### src/sv/gvp_pkg.sv
// gvp_pkg: types, constants and helper functions of the geostationary view projection
// used by the channel interfaces, the cordic cells and the top level
// no dependencies
package gvp_pkg;

    // internal angle width, degrees with 24 fractional bits
    localparam int ZW    = 33;
    // datapath widths of the cordic chains, the radius and height and the cartesian x, y
    localparam int W_ROT = 32;
    localparam int W_VB  = 58;
    localparam int W_VD  = 39;
    localparam int W_LEN = 36;
    localparam int W_XY  = 37;

    localparam int EXACT_STEPS = 12;

    localparam logic signed [W_ROT-1:0] INV_GAIN    = 32'sd163008219;
    localparam longint                  DEG_PER_RAD = 64'd961263669;

    localparam logic signed [26:0] D90_Q16  = 27'sd5898240;
    localparam logic signed [26:0] D180_Q16 = 27'sd11796480;
    localparam logic signed [26:0] D360_Q16 = 27'sd23592960;

    localparam logic signed [ZW-1:0] ATAN_TAB [EXACT_STEPS] = '{
        33'sd754974720, 33'sd445687602, 33'sd235489088, 33'sd119537938,
        33'sd60000934,  33'sd30029717,  33'sd15018523,  33'sd7509720,
        33'sd3754917,   33'sd1877466,   33'sd938734,    33'sd469367
    };

    // register indexes of the configuration port
    localparam logic [2:0] CFG_VIEW_LON    = 3'd0;
    localparam logic [2:0] CFG_TRANSPARENT = 3'd1;
    localparam logic [2:0] CFG_POLAR       = 3'd2;
    localparam logic [2:0] CFG_EQUATORIAL  = 3'd3;
    localparam logic [2:0] CFG_ORBIT       = 3'd4;

    localparam logic [25:0] RST_POLAR      = 26'd6356752;
    localparam logic [25:0] RST_EQUATORIAL = 26'd6378137;
    localparam logic [25:0] RST_ORBIT      = 26'd42164000;

    typedef struct packed {
        logic hidden;
        logic pole;
        logic neg;
        logic th_flip;
    } t_flags;

    typedef struct packed {
        logic signed [ZW-1:0] ang;
        logic                 flip;
    } t_fold;

    typedef struct packed {
        logic signed [23:0] x_angle;
        logic signed [23:0] y_angle;
        logic               hidden;
    } t_res;

    // atan(2^-i) in degrees q24
    function automatic logic signed [ZW-1:0] step_angle(input int i);
        longint t;
        t = 0;
        if (i < EXACT_STEPS) begin
            return ATAN_TAB[i];
        end
        t = (DEG_PER_RAD + (longint'(1) << (i - 1))) >> i;
        return ZW'(t);
    endfunction

    // reduce modulo 360 and fold to +-90, result in q24
    function automatic t_fold fold_angle(input logic signed [26:0] a);
        logic signed [26:0] r;
        t_fold f;
        r = a;
        f.flip = 1'b0;
        if (r >= D360_Q16) begin
            r = r - D360_Q16;
        end else if (r <= -D360_Q16) begin
            r = r + D360_Q16;
        end
        if (r < -D180_Q16) begin
            r = r + D360_Q16;
        end else if (r >= D180_Q16) begin
            r = r - D360_Q16;
        end
        if (r > D90_Q16) begin
            r = r - D180_Q16;
            f.flip = 1'b1;
        end else if (r < -D90_Q16) begin
            r = r + D180_Q16;
            f.flip = 1'b1;
        end
        f.ang = ZW'(r) <<< 8;
        return f;
    endfunction

    // round q24 to q16 and saturate to +-90 degrees
    function automatic logic signed [23:0] angle_out(input logic signed [ZW-1:0] a);
        logic signed [ZW:0] t;
        logic signed [ZW:0] r;
        t = (ZW+1)'(a) + 34'sd128;
        r = t >>> 8;
        if (r > (ZW+1)'(D90_Q16)) begin
            r = (ZW+1)'(D90_Q16);
        end else if (r < -(ZW+1)'(D90_Q16)) begin
            r = -(ZW+1)'(D90_Q16);
        end
        return r[23:0];
    endfunction

endpackage

### src/sv/gvp_rot_cell.sv
// gvp_rot_cell: one rotation-mode cordic iteration with its output register
// depends on gvp_pkg
module gvp_rot_cell #(
    parameter int W    = 32,
    parameter int STEP = 0
) (
    input  logic                          i_clk,
    input  logic                          i_en,
    input  logic signed [W-1:0]           i_x,
    input  logic signed [W-1:0]           i_y,
    input  logic signed [gvp_pkg::ZW-1:0] i_z,
    output logic signed [W-1:0]           o_x,
    output logic signed [W-1:0]           o_y,
    output logic signed [gvp_pkg::ZW-1:0] o_z
);
    import gvp_pkg::*;

    localparam logic signed [ZW-1:0] ANG = step_angle(STEP);

    logic signed [W-1:0]  dx, dy, n_x, n_y, r_x, r_y;
    logic signed [ZW-1:0] n_z, r_z;

    assign dx = i_y >>> STEP;
    assign dy = i_x >>> STEP;

    always_comb begin
        if (i_z >= 0) begin
            n_x = i_x - dx;
            n_y = i_y + dy;
            n_z = i_z - ANG;
        end else begin
            n_x = i_x + dx;
            n_y = i_y - dy;
            n_z = i_z + ANG;
        end
    end

    always_ff @(posedge i_clk) begin
        if (i_en) begin
            r_x <= n_x;
            r_y <= n_y;
            r_z <= n_z;
        end
    end

    assign o_x = r_x;
    assign o_y = r_y;
    assign o_z = r_z;
endmodule

### config.mk
export PLATFORM = sky130hd
export DESIGN_NAME = gvp_rot_cell
export DESIGN_NICKNAME = d
export VERILOG_FILES = /design/src/sv/gvp_pkg.sv /design/src/sv/gvp_rot_cell.sv
export SDC_FILE = /design/constraint.sdc
export NUM_CORES = 1
export LEC_CHECK = 0
export BUFFER_PORTS_ARGS = -buffer_cell sky130_fd_sc_hd__buf_2
export CORE_ASPECT_RATIO = 0.5
export CORE_MARGIN = 8
export CORE_UTILIZATION = 56
export DETAILED_ROUTE_END_ITERATION = 7
export PLACE_DENSITY = 0.94
export SLEW_MARGIN = 20
export SYNTH_ARGS = -nofsm -noshare
export SYNTH_HDL_FRONTEND = slang
export SYNTH_SLANG_ARGS = --single-unit
export TNS_END_PERCENT = 1
### constraint.sdc
create_clock -name i_clk -period 4.1 [get_ports i_clk]
set_clock_uncertainty 0.1 [all_clocks]
set_input_delay 0.82 -clock i_clk [delete_from_list [all_inputs] [get_ports i_clk]]
set_output_delay 0.82 -clock i_clk [all_outputs]
set_load 0.1 [all_outputs]
==> flow_metrics.tcl <==
set metrics [dict create \
    worstPathRequired_ns 4.08 \
    finish.net_count 1342 \
    grt_pass1_wl_mm 42.6 \
    setup_tns_ns 0 \
    ir_drop_uv 229 \
    num_vias 8045 \
    place_hpwl_mm 21.9 \
    slew_headroom 0.414 \
    die-area_um2 19500 \
    initial_core_util 0.578 \
    postCtsHoldBufs 0 \
    grt_use_total 0.273 \
    cts_max_level 3 \
    design_area_um2 9970 \
    power_leakage_nw 4.56 \
    io_pins 196 \
    synth_flop_cell "edfxtp_1" \
    cts_setup_buffers 0 \
    ys_ff_latch 96 \
    post-route-period-util 0.953 \
    ys.warnings.count 0 \
    grt_pass1_vias 7897 \
    yosys.area.top_type_share 0.341 \
    gp_congestion 0.983 \
    worst_pin_slew_ns 0.878 \
    grt_overflow 0 \
    critical_path_class "in2reg" \
    synthTopCellsByArea "edfxtp_1 34%, ha_1 15%, a21oi_1 8.1%" \
    synth_cells 946 \
    synth_enable_flop_cells 96 \
    routed_wl_mm 27.3 \
    drc_errors 0 \
    rsz0062_at_grt "no" \
    hp-class "in2reg" \
    grt_max_degree 78 \
    viasPerCell 6.00 \
    antenna_found_initial 0 \
    syn_area_um2 8450 \
    cts_made_buffers 9 \
    firstDrtPassIters 5 \
    cts_tree "built" \
    cp.arrival_ns 3.89 \
    cts_buffer_depth 2 \
    cts.clk_slew.worst_paths_ns 0.07 \
    drive_gt1_frac 0.225 \
    pwr_density_cell_nw_per_um2 436 \
    cp_max_fo 9 \
    max_freq_mhz 256 \
    cts_root_buf "clkbuf_16" \
    finalCriticalPeriod_ns 3.91 \
    die_w_um 190 \
    die_h_um 103 \
    slew_violations 0 \
    synth_nets 1150 \
    drt_iter0_drc 664 \
    synth_top_area_cell "edfxtp_1" \
    cts_sinks 96 \
    synth-async-reset-ratio 0 \
    cp-start-kind "input pin" \
    syn_to_final_growth_pct 18.0 \
    setup_violations 0 \
    ys_seq_area_frac 0.341 \
    yosysUniqueCellTypes 68 \
    io_buffers 195 \
    drtAntennaViolNets 0 \
    wl_per_cell_um 20.4 \
    synth.avg_cell_area_um2 8.93 \
    rows 31 \
    maxCapViolCount 0 \
    cts_resized 0 \
    hold_viol 0 \
    core_um2 14600 \
    status "finished clean" \
    end_kind "flip-flop" \
    n_antenna_cell 0 \
    dpl_cell_area_um2 9690 \
]
[sequential cells by signal, summed over array words and instances, names as in the netlist]
signal,cells
o_x,32
o_z,33
o_y,31
[stage by stage]
step	hold WS, ns	setup slack [ns]	total power [mW]	utilization	instances
after floorplan	0.819	0.788	3.04	-	946
after global placement	0.896	0.109	3.49	0.663	1325
after detailed placement	0.898	0.0383	3.53	0.663	1325
after CTS	0.546	0.367	4.33	0.682	1341
after global routing	0.540	0.0746	4.51	0.682	1341
final	0.554	0.193	4.35	0.682	1341
[critical path, stage by stage]
cell and delay (ns):
buf_2 0.10, inv_1 0.04, ha_1 0.44, nor3_2 0.25, o21ai_0 0.20, a211oi_1 0.55, o21ai_1 0.20, a21oi_1 0.43
o2111ai_1 0.37, nor3_1 0.22, a211oi_1 0.08, xnor2_1 0.17
[cell usage in the layout (no fill, tap or decap), types with 5 or more instances in the layout]
cell type    n
a21oi_1    136
nor3_1      16
nand2_1     43
nand3_1     13
inv_1      104
a31oi_1      9
a211oi_1     8
o31ai_1     11
nor2_1      80
clkbuf_16    9
a21o_1      16
xnor2_1     61
a221o_1      5
o211ai_1     7
edfxtp_1    96
a211o_1      5
o21bai_1    16
buf_2      194
nor2b_1      5
o21ai_0     56
mux2i_1     13
nand4_1     10
nor4_1       6
ha_1       101
xor2_1       6
buf_4       29
nand2b_1     9
[where the power goes]
group	total (mW)	switching, mW	leakage [nW]	internal (mW)
clock	0.810	0.393	0.131	0.418
sequential	1.31	0.0397	0.940	1.27
combinational	2.23	1.74	3.49	0.489
[logic make-up (layout without fill, tap and decap cells)]
family / count (synthesis) / in the layout / share of synthesized area
compound gates: 315 / 315 / 0.235
xor+xnor: 67 / 67 / 0.0695
fa+ha+maj: 105 / 105 / 0.159
buf+inv: 152 / 349 / 0.0714
flops: 96 / 96 / 0.341
mux: 13 / 13 / 0.0154
simple gates: 198 / 198 / 0.108
[cells in the mapped netlist, types with 10 or more instances]
cell	instances
o31ai_1	11
o21bai_1	16
a21oi_1	136
edfxtp_1	96
o21ai_0	56
clkbuf_1	21
a21o_1	16
ha_1	101
inv_1	104
nand4_1	10
nor2_1	80
nor3_1	16
mux2i_1	13
xnor2_1	61
buf_2	11
nand3_1	13
nand2_1	43
[routing by layer]
metal / vias to the layer above / wire length [µm] / global-route usage / share of wire
li1: 3753 / - / - / -
met1: 3777 / 11900 / 0.366 / 0.44
met2: 467 / 12000 / 0.438 / 0.44
met3: 48 / 2890 / 0.0709 / 0.11
met4: 0 / 496 / 0.0681 / 0.018
met5: - / 0 / 0 / 0
[final timing paths]
check / start / endpoint / slack (ns) / depth (start not counted)
min: i_z[7] / o_z[7]$_DFFE_PP_ / 0.55 / 1
max: i_x[5] / o_x[30]$_DFFE_PP_ / 0.19 / 12
[final cells by class]
type,count,area (µm²)
clock buffer,11,233
multi-input combinational,698,4960
fill,1202,4660
tap,198,248
timing repair buffer,223,1190
inverter,110,413
sequential,96,2880
clock inverter,5,38.8
Note: power is estimated with default switching activity, not from simulation.
