### src/sv/gvp_pkg.sv
// gvp_pkg: types, constants and helper functions of the geostationary view projection
// used by the channel interfaces, the cordic cells and the top level
// no dependencies
package gvp_pkg;

    // internal angle width, degrees with 24 fractional bits
    localparam int ZW    = 33;
    // datapath widths of the cordic chains, the radius and height and the cartesian x, y
    localparam int W_ROT = 32;
    localparam int W_VB  = 58;
    localparam int W_VD  = 39;
    localparam int W_LEN = 36;
    localparam int W_XY  = 37;

    localparam int EXACT_STEPS = 12;

    localparam logic signed [W_ROT-1:0] INV_GAIN    = 32'sd163008219;
    localparam longint                  DEG_PER_RAD = 64'd961263669;

    localparam logic signed [26:0] D90_Q16  = 27'sd5898240;
    localparam logic signed [26:0] D180_Q16 = 27'sd11796480;
    localparam logic signed [26:0] D360_Q16 = 27'sd23592960;

    localparam logic signed [ZW-1:0] ATAN_TAB [EXACT_STEPS] = '{
        33'sd754974720, 33'sd445687602, 33'sd235489088, 33'sd119537938,
        33'sd60000934,  33'sd30029717,  33'sd15018523,  33'sd7509720,
        33'sd3754917,   33'sd1877466,   33'sd938734,    33'sd469367
    };

    // register indexes of the configuration port
    localparam logic [2:0] CFG_VIEW_LON    = 3'd0;
    localparam logic [2:0] CFG_TRANSPARENT = 3'd1;
    localparam logic [2:0] CFG_POLAR       = 3'd2;
    localparam logic [2:0] CFG_EQUATORIAL  = 3'd3;
    localparam logic [2:0] CFG_ORBIT       = 3'd4;

    localparam logic [25:0] RST_POLAR      = 26'd6356752;
    localparam logic [25:0] RST_EQUATORIAL = 26'd6378137;
    localparam logic [25:0] RST_ORBIT      = 26'd42164000;

    typedef struct packed {
        logic hidden;
        logic pole;
        logic neg;
        logic th_flip;
    } t_flags;

    typedef struct packed {
        logic signed [ZW-1:0] ang;
        logic                 flip;
    } t_fold;

    typedef struct packed {
        logic signed [23:0] x_angle;
        logic signed [23:0] y_angle;
        logic               hidden;
    } t_res;

    // atan(2^-i) in degrees q24
    function automatic logic signed [ZW-1:0] step_angle(input int i);
        longint t;
        t = 0;
        if (i < EXACT_STEPS) begin
            return ATAN_TAB[i];
        end
        t = (DEG_PER_RAD + (longint'(1) << (i - 1))) >> i;
        return ZW'(t);
    endfunction

    // reduce modulo 360 and fold to +-90, result in q24
    function automatic t_fold fold_angle(input logic signed [26:0] a);
        logic signed [26:0] r;
        t_fold f;
        r = a;
        f.flip = 1'b0;
        if (r >= D360_Q16) begin
            r = r - D360_Q16;
        end else if (r <= -D360_Q16) begin
            r = r + D360_Q16;
        end
        if (r < -D180_Q16) begin
            r = r + D360_Q16;
        end else if (r >= D180_Q16) begin
            r = r - D360_Q16;
        end
        if (r > D90_Q16) begin
            r = r - D180_Q16;
            f.flip = 1'b1;
        end else if (r < -D90_Q16) begin
            r = r + D180_Q16;
            f.flip = 1'b1;
        end
        f.ang = ZW'(r) <<< 8;
        return f;
    endfunction

    // round q24 to q16 and saturate to +-90 degrees
    function automatic logic signed [23:0] angle_out(input logic signed [ZW-1:0] a);
        logic signed [ZW:0] t;
        logic signed [ZW:0] r;
        t = (ZW+1)'(a) + 34'sd128;
        r = t >>> 8;
        if (r > (ZW+1)'(D90_Q16)) begin
            r = (ZW+1)'(D90_Q16);
        end else if (r < -(ZW+1)'(D90_Q16)) begin
            r = -(ZW+1)'(D90_Q16);
        end
        return r[23:0];
    endfunction

endpackage

### src/sv/gvp_vec_cell.sv
// gvp_vec_cell: one vectoring-mode cordic iteration with its output register
// depends on gvp_pkg
module gvp_vec_cell #(
    parameter int W    = 39,
    parameter int STEP = 0
) (
    input  logic                          i_clk,
    input  logic                          i_en,
    input  logic signed [W-1:0]           i_x,
    input  logic signed [W-1:0]           i_y,
    input  logic signed [gvp_pkg::ZW-1:0] i_z,
    output logic signed [W-1:0]           o_x,
    output logic signed [W-1:0]           o_y,
    output logic signed [gvp_pkg::ZW-1:0] o_z
);
    import gvp_pkg::*;

    localparam logic signed [ZW-1:0] ANG = step_angle(STEP);

    logic signed [W-1:0]  dx, dy, n_x, n_y, r_x, r_y;
    logic signed [ZW-1:0] n_z, r_z;

    assign dx = i_y >>> STEP;
    assign dy = i_x >>> STEP;

    // drive y towards zero, accumulate the angle
    always_comb begin
        if (i_y >= 0) begin
            n_x = i_x + dx;
            n_y = i_y - dy;
            n_z = i_z + ANG;
        end else begin
            n_x = i_x - dx;
            n_y = i_y + dy;
            n_z = i_z - ANG;
        end
    end

    always_ff @(posedge i_clk) begin
        if (i_en) begin
            r_x <= n_x;
            r_y <= n_y;
            r_z <= n_z;
        end
    end

    assign o_x = r_x;
    assign o_y = r_y;
    assign o_z = r_z;
endmodule

### config.mk
export PLATFORM = sky130hd
export DESIGN_NAME = gvp_vec_cell
export DESIGN_NICKNAME = d
export VERILOG_FILES = /design/src/sv/gvp_pkg.sv /design/src/sv/gvp_vec_cell.sv
export SDC_FILE = /design/constraint.sdc
export NUM_CORES = 1
export LEC_CHECK = 0
export BUFFER_PORTS_ARGS = -buffer_cell sky130_fd_sc_hd__buf_2
export CORE_ASPECT_RATIO = 1.5
export CORE_MARGIN = 2
export CORE_UTILIZATION = 39
export DETAILED_ROUTE_END_ITERATION = 6
export GPL_ROUTABILITY_DRIVEN = 0
export PLACE_DENSITY_LB_ADDON = 0.25
export SETUP_SLACK_MARGIN = 0.1
export SYNTH_ARGS = -nofsm -noshare
export SYNTH_HDL_FRONTEND = slang
export SYNTH_SLANG_ARGS = --single-unit
### constraint.sdc
create_clock -name i_clk -period 2.5 [get_ports i_clk]
set_clock_uncertainty 0.1 [all_clocks]
set_input_delay 0.125 -clock i_clk [delete_from_list [all_inputs] [get_ports i_clk]]
set_output_delay 0.125 -clock i_clk [all_outputs]
set_load 0.05 [all_outputs]
==> key figures <==
Outcome
  • Status: finished with violations
  • Failing checks: design-rule violations, negative setup slack

GRT
  • Initial antenna violation count: 1
  • Vias in the first global route: 12.3k
  • Largest net degree at the start of global routing: 76
  • GRT Overall Usage: 0.275
  • Global route total overflow: 0
  • Global-route wire length before repair: 62,800 µm

Worst setup path
  • Critical path peak fanout: 3
  • Slowest stage cell, crit path: fa_2
  • Critical path startpoint category: primary input
  • CP arrival: 2620 ps
  • Kind of critical path: primary input to flop
  • CP Cell Sequence: buf_8 -> ha_4 -> inv_2 -> fa_2 -> nor2_4 -> o221ai_4 -> a221o_1 -> a311oi_2 -> nor2_2 -> o2111a_1 -> o31ai_2 -> a21oi_1 -> xnor2_1
  • Crit path capture type: flop
  • Crit path largest cell delay: 410 ps
  • Data required time of the worst path: 2540 ps

Logic synthesis
  • Syn Inst Count: 1,238
  • Combinational family with the most area after synthesis: compound AO/OA/AOI/OAI gates
  • Number of flops mapped to enable cells by yosys: 110
  • Netlist cell types: 73
  • Multiplexer share of the synthesized area: 0.0224
  • Async S/R FF share, synth: 0
  • Seq/Total Area, Yosys: 0.305
  • Synth Area in Adders: 0.159
  • Post-Syn Area: 10,800 µm²
  • Syn avg cell area: 8.75 µm²
  • Synth Area in XOR/XNOR: 0.0663
  • Synth Area in Simple Gates: 0.126
  • Post-Syn Nets: 1,486
  • Synth Area in Compound Gates: 0.257
  • Number of synthesized register bits: 110
  • Most used DFF post-synth: edfxtp_1
  • Yosys warnings: 0

Power and ir drop
  • Sw Pwr: 3.84 mW
  • Switching share of power: 0.433
  • PD cells: 503 nW/µm²
  • Comb pwr share: 0.550
  • Seq pwr share: 0.280
  • Clock share of power: 0.170
  • Pwr Total: 8.86 mW
  • Int Power: 5.02 mW
  • Static Leak: 7.91 nW
  • Maximum VDD drop: 0.377 mV

Final layout
  • Filler instances: 2,186
  • Fin nets: 2,098
  • Layout cells sized above 1: 0.486
  • Post-Route Utilization: 0.645
  • Area delta synth->final: 62.7%

Hold path
  • Hold Crit Class: primary input to flop

Routing
  • Vias: 12.4k
  • Final wirelength: 42,700 µm
  • Vias/cell: 5.63
  • WL per Instance: 19.4 µm
  • Routed Antenna Nets: 0
  • Drt pass-1 iters: 7
  • First-iteration detailed-routing DRC count: 1,049
  • DRC: 24

STA
  • Endpoints failing hold: 0
  • Worst Max-Slew Pin Slew: 701 ps
  • Final setup margin: -83.8 ps
  • Final Max Slew Viols: 0
  • Worst hold slack: 57.2 ps
  • Final setup fails: 8
  • Achievable Freq: 387 MHz
  • Period minus WS final: 2580 ps
  • RSZ-0062 raised after global routing: yes
  • Relative slew slack: 0.532
  • Final worst-path cycle share: 1.03

Die
  • Die Wd: 140 µm
  • Top Ports: 224
  • Die area: 29,100 µm²
  • DIE HEIGHT: 208 µm
  • Core Area: 27,300 µm²
  • Initial Util: 0.396
  • Rows: 74

Placed design
  • Pre-CTS WS: -677 ps
  • # port buffers: 223
  • Hpwl dp: 32,700 µm

Clocking
  • Max Root-Sink Buffers: 2
  • Number of H-tree levels: 3
  • CTS tree: built
  • Clock-pin slew on the worst setup and hold paths: 80 ps
  • Number of buffers created by CTS: 9
  • Root Driver: clkbuf_16
  • Clock Sinks: 110

Job
  • Max capacitance violation total: 0
cell type report:
cell class | count | area, µm² | share of cell area
multi-input cells | 948 | 8300 | 0.471
repair buffers | 658 | 4770 | 0.271
flip-flops and latches | 110 | 3300 | 0.188
inverters | 123 | 515 | 0.0293
well taps | 342 | 428 | 0.0243
clock buffers | 9 | 225 | 0.0128
clock inverters | 7 | 66.3 | 0.00377
diodes | 1 | 2.50 | 0.000142
per-stage QoR:
stage / TNS [ps] / instances / cell area (µm²)
5_1_grt: -1530 / 2198 / 17600
3_3_place_gp: -21540 / 2112 / 15300
3_5_place_dp: -22200 / 2112 / 15300
4_1_cts: -67.4 / 2165 / 16500
6_report: -338 / 2198 / 17600
2_1_floorplan: -715 / 1238 / 11300
logic make-up after synthesis:
| group | Yosys count |
|---|---|
| AOI/OAI and AO/OA | 438 |
| buffers and inverters | 180 |
| and+or+nand+nor | 269 |
| adders and majority gates | 135 |
| muxes | 24 |
| xor gates and xnor gates | 82 |
| DFF | 110 |
flip-flops by register name, indices dropped and copies added (netlist names):
signal,count
o_y,38
o_z,33
o_x,39
per-layer routing:
layer,share of wire,global-route usage,vias to the layer above
li1,-,-,5726
met1,0.35,0.279,5763
met2,0.50,0.502,653
met3,0.063,0.0421,230
met4,0.085,0.207,0
met5,0,0,-
final timing paths:
check / from / endpoint / slack, ps / cells after the start
worst min-delay path: i_z[32] / o_z[32] / 60 / 3
worst max-delay path: i_y[0] / o_y[30] / -80 / 13
placed cells by master (no fill, tap or decap), types with 12 or more instances in the layout:
cell	Yosys	routed
a21oi_2	2	25
buf_4	3	384
ha_1	131	86
nor2_1	74	66
inv_1	116	87
o211ai_1	13	13
nand2_1	52	48
a21oi_1	157	130
inv_2	6	25
o21bai_1	34	31
ha_4	0	33
nor2b_1	19	12
dlygate4sd3_1	0	26
nor3_1	25	17
a21o_1	38	37
xnor2_1	67	61
o21ai_1	5	13
buf_6	0	41
edfxtp_1	110	110
mux2i_1	22	16
ha_2	0	12
buf_2	14	197
xor2_1	15	15
nand4_1	20	20
o21ai_0	76	56
worst max-delay path, delay by kind of cell:
family / cells / cell delay [ps]
compound gates: 6 / 1450
xor+xnor: 1 / 150
fa+ha+maj: 2 / 550
buf+inv: 2 / 120
simple gates: 2 / 210
synth_stat cells, types with 10 or more instances:
| library cell | number | area (µm²) |
|---|---|---|
| a21oi_1 | 157 | 786 |
| nand4_1 | 20 | 125 |
| buf_1 | 10 | 37.5 |
| nor3_1 | 25 | 125 |
| a21o_1 | 38 | 285 |
| xnor2_1 | 67 | 587 |
| o31ai_1 | 13 | 97.6 |
| a211oi_1 | 19 | 143 |
| ha_1 | 131 | 1640 |
| clkbuf_1 | 30 | 113 |
| inv_1 | 116 | 435 |
| nor2_1 | 74 | 278 |
| buf_2 | 14 | 70.1 |
| xor2_1 | 15 | 131 |
| nand3_1 | 14 | 70.1 |
| o21ai_0 | 76 | 380 |
| edfxtp_1 | 110 | 3300 |
| o211ai_1 | 13 | 97.6 |
| nand2_1 | 52 | 195 |
| a31oi_1 | 14 | 87.6 |
| o21bai_1 | 34 | 255 |
| nor2b_1 | 19 | 119 |
| or3_1 | 11 | 68.8 |
| mux2i_1 | 22 | 220 |
power groups by stage:
stage	clock [mW]	combinational [mW]	sequential, mW
3_5_place_dp	0	4.23	2.52
3_3_place_gp	0	4.19	2.52
6_report	1.50	4.87	2.48
5_1_grt	1.59	5.12	2.50
2_1_floorplan	0	1.60	3.50
4_1_cts	1.54	4.47	2.48
repair_timing:
item	in CTS	in global routing
endpoints found under the setup margin	38	42
hold endpoints to repair	27	0
hold buffers	26	0
resized for setup	122	200
setup buffers	11	32
pin swaps	66	97
Note: power is estimated with default switching activity, not from simulation.
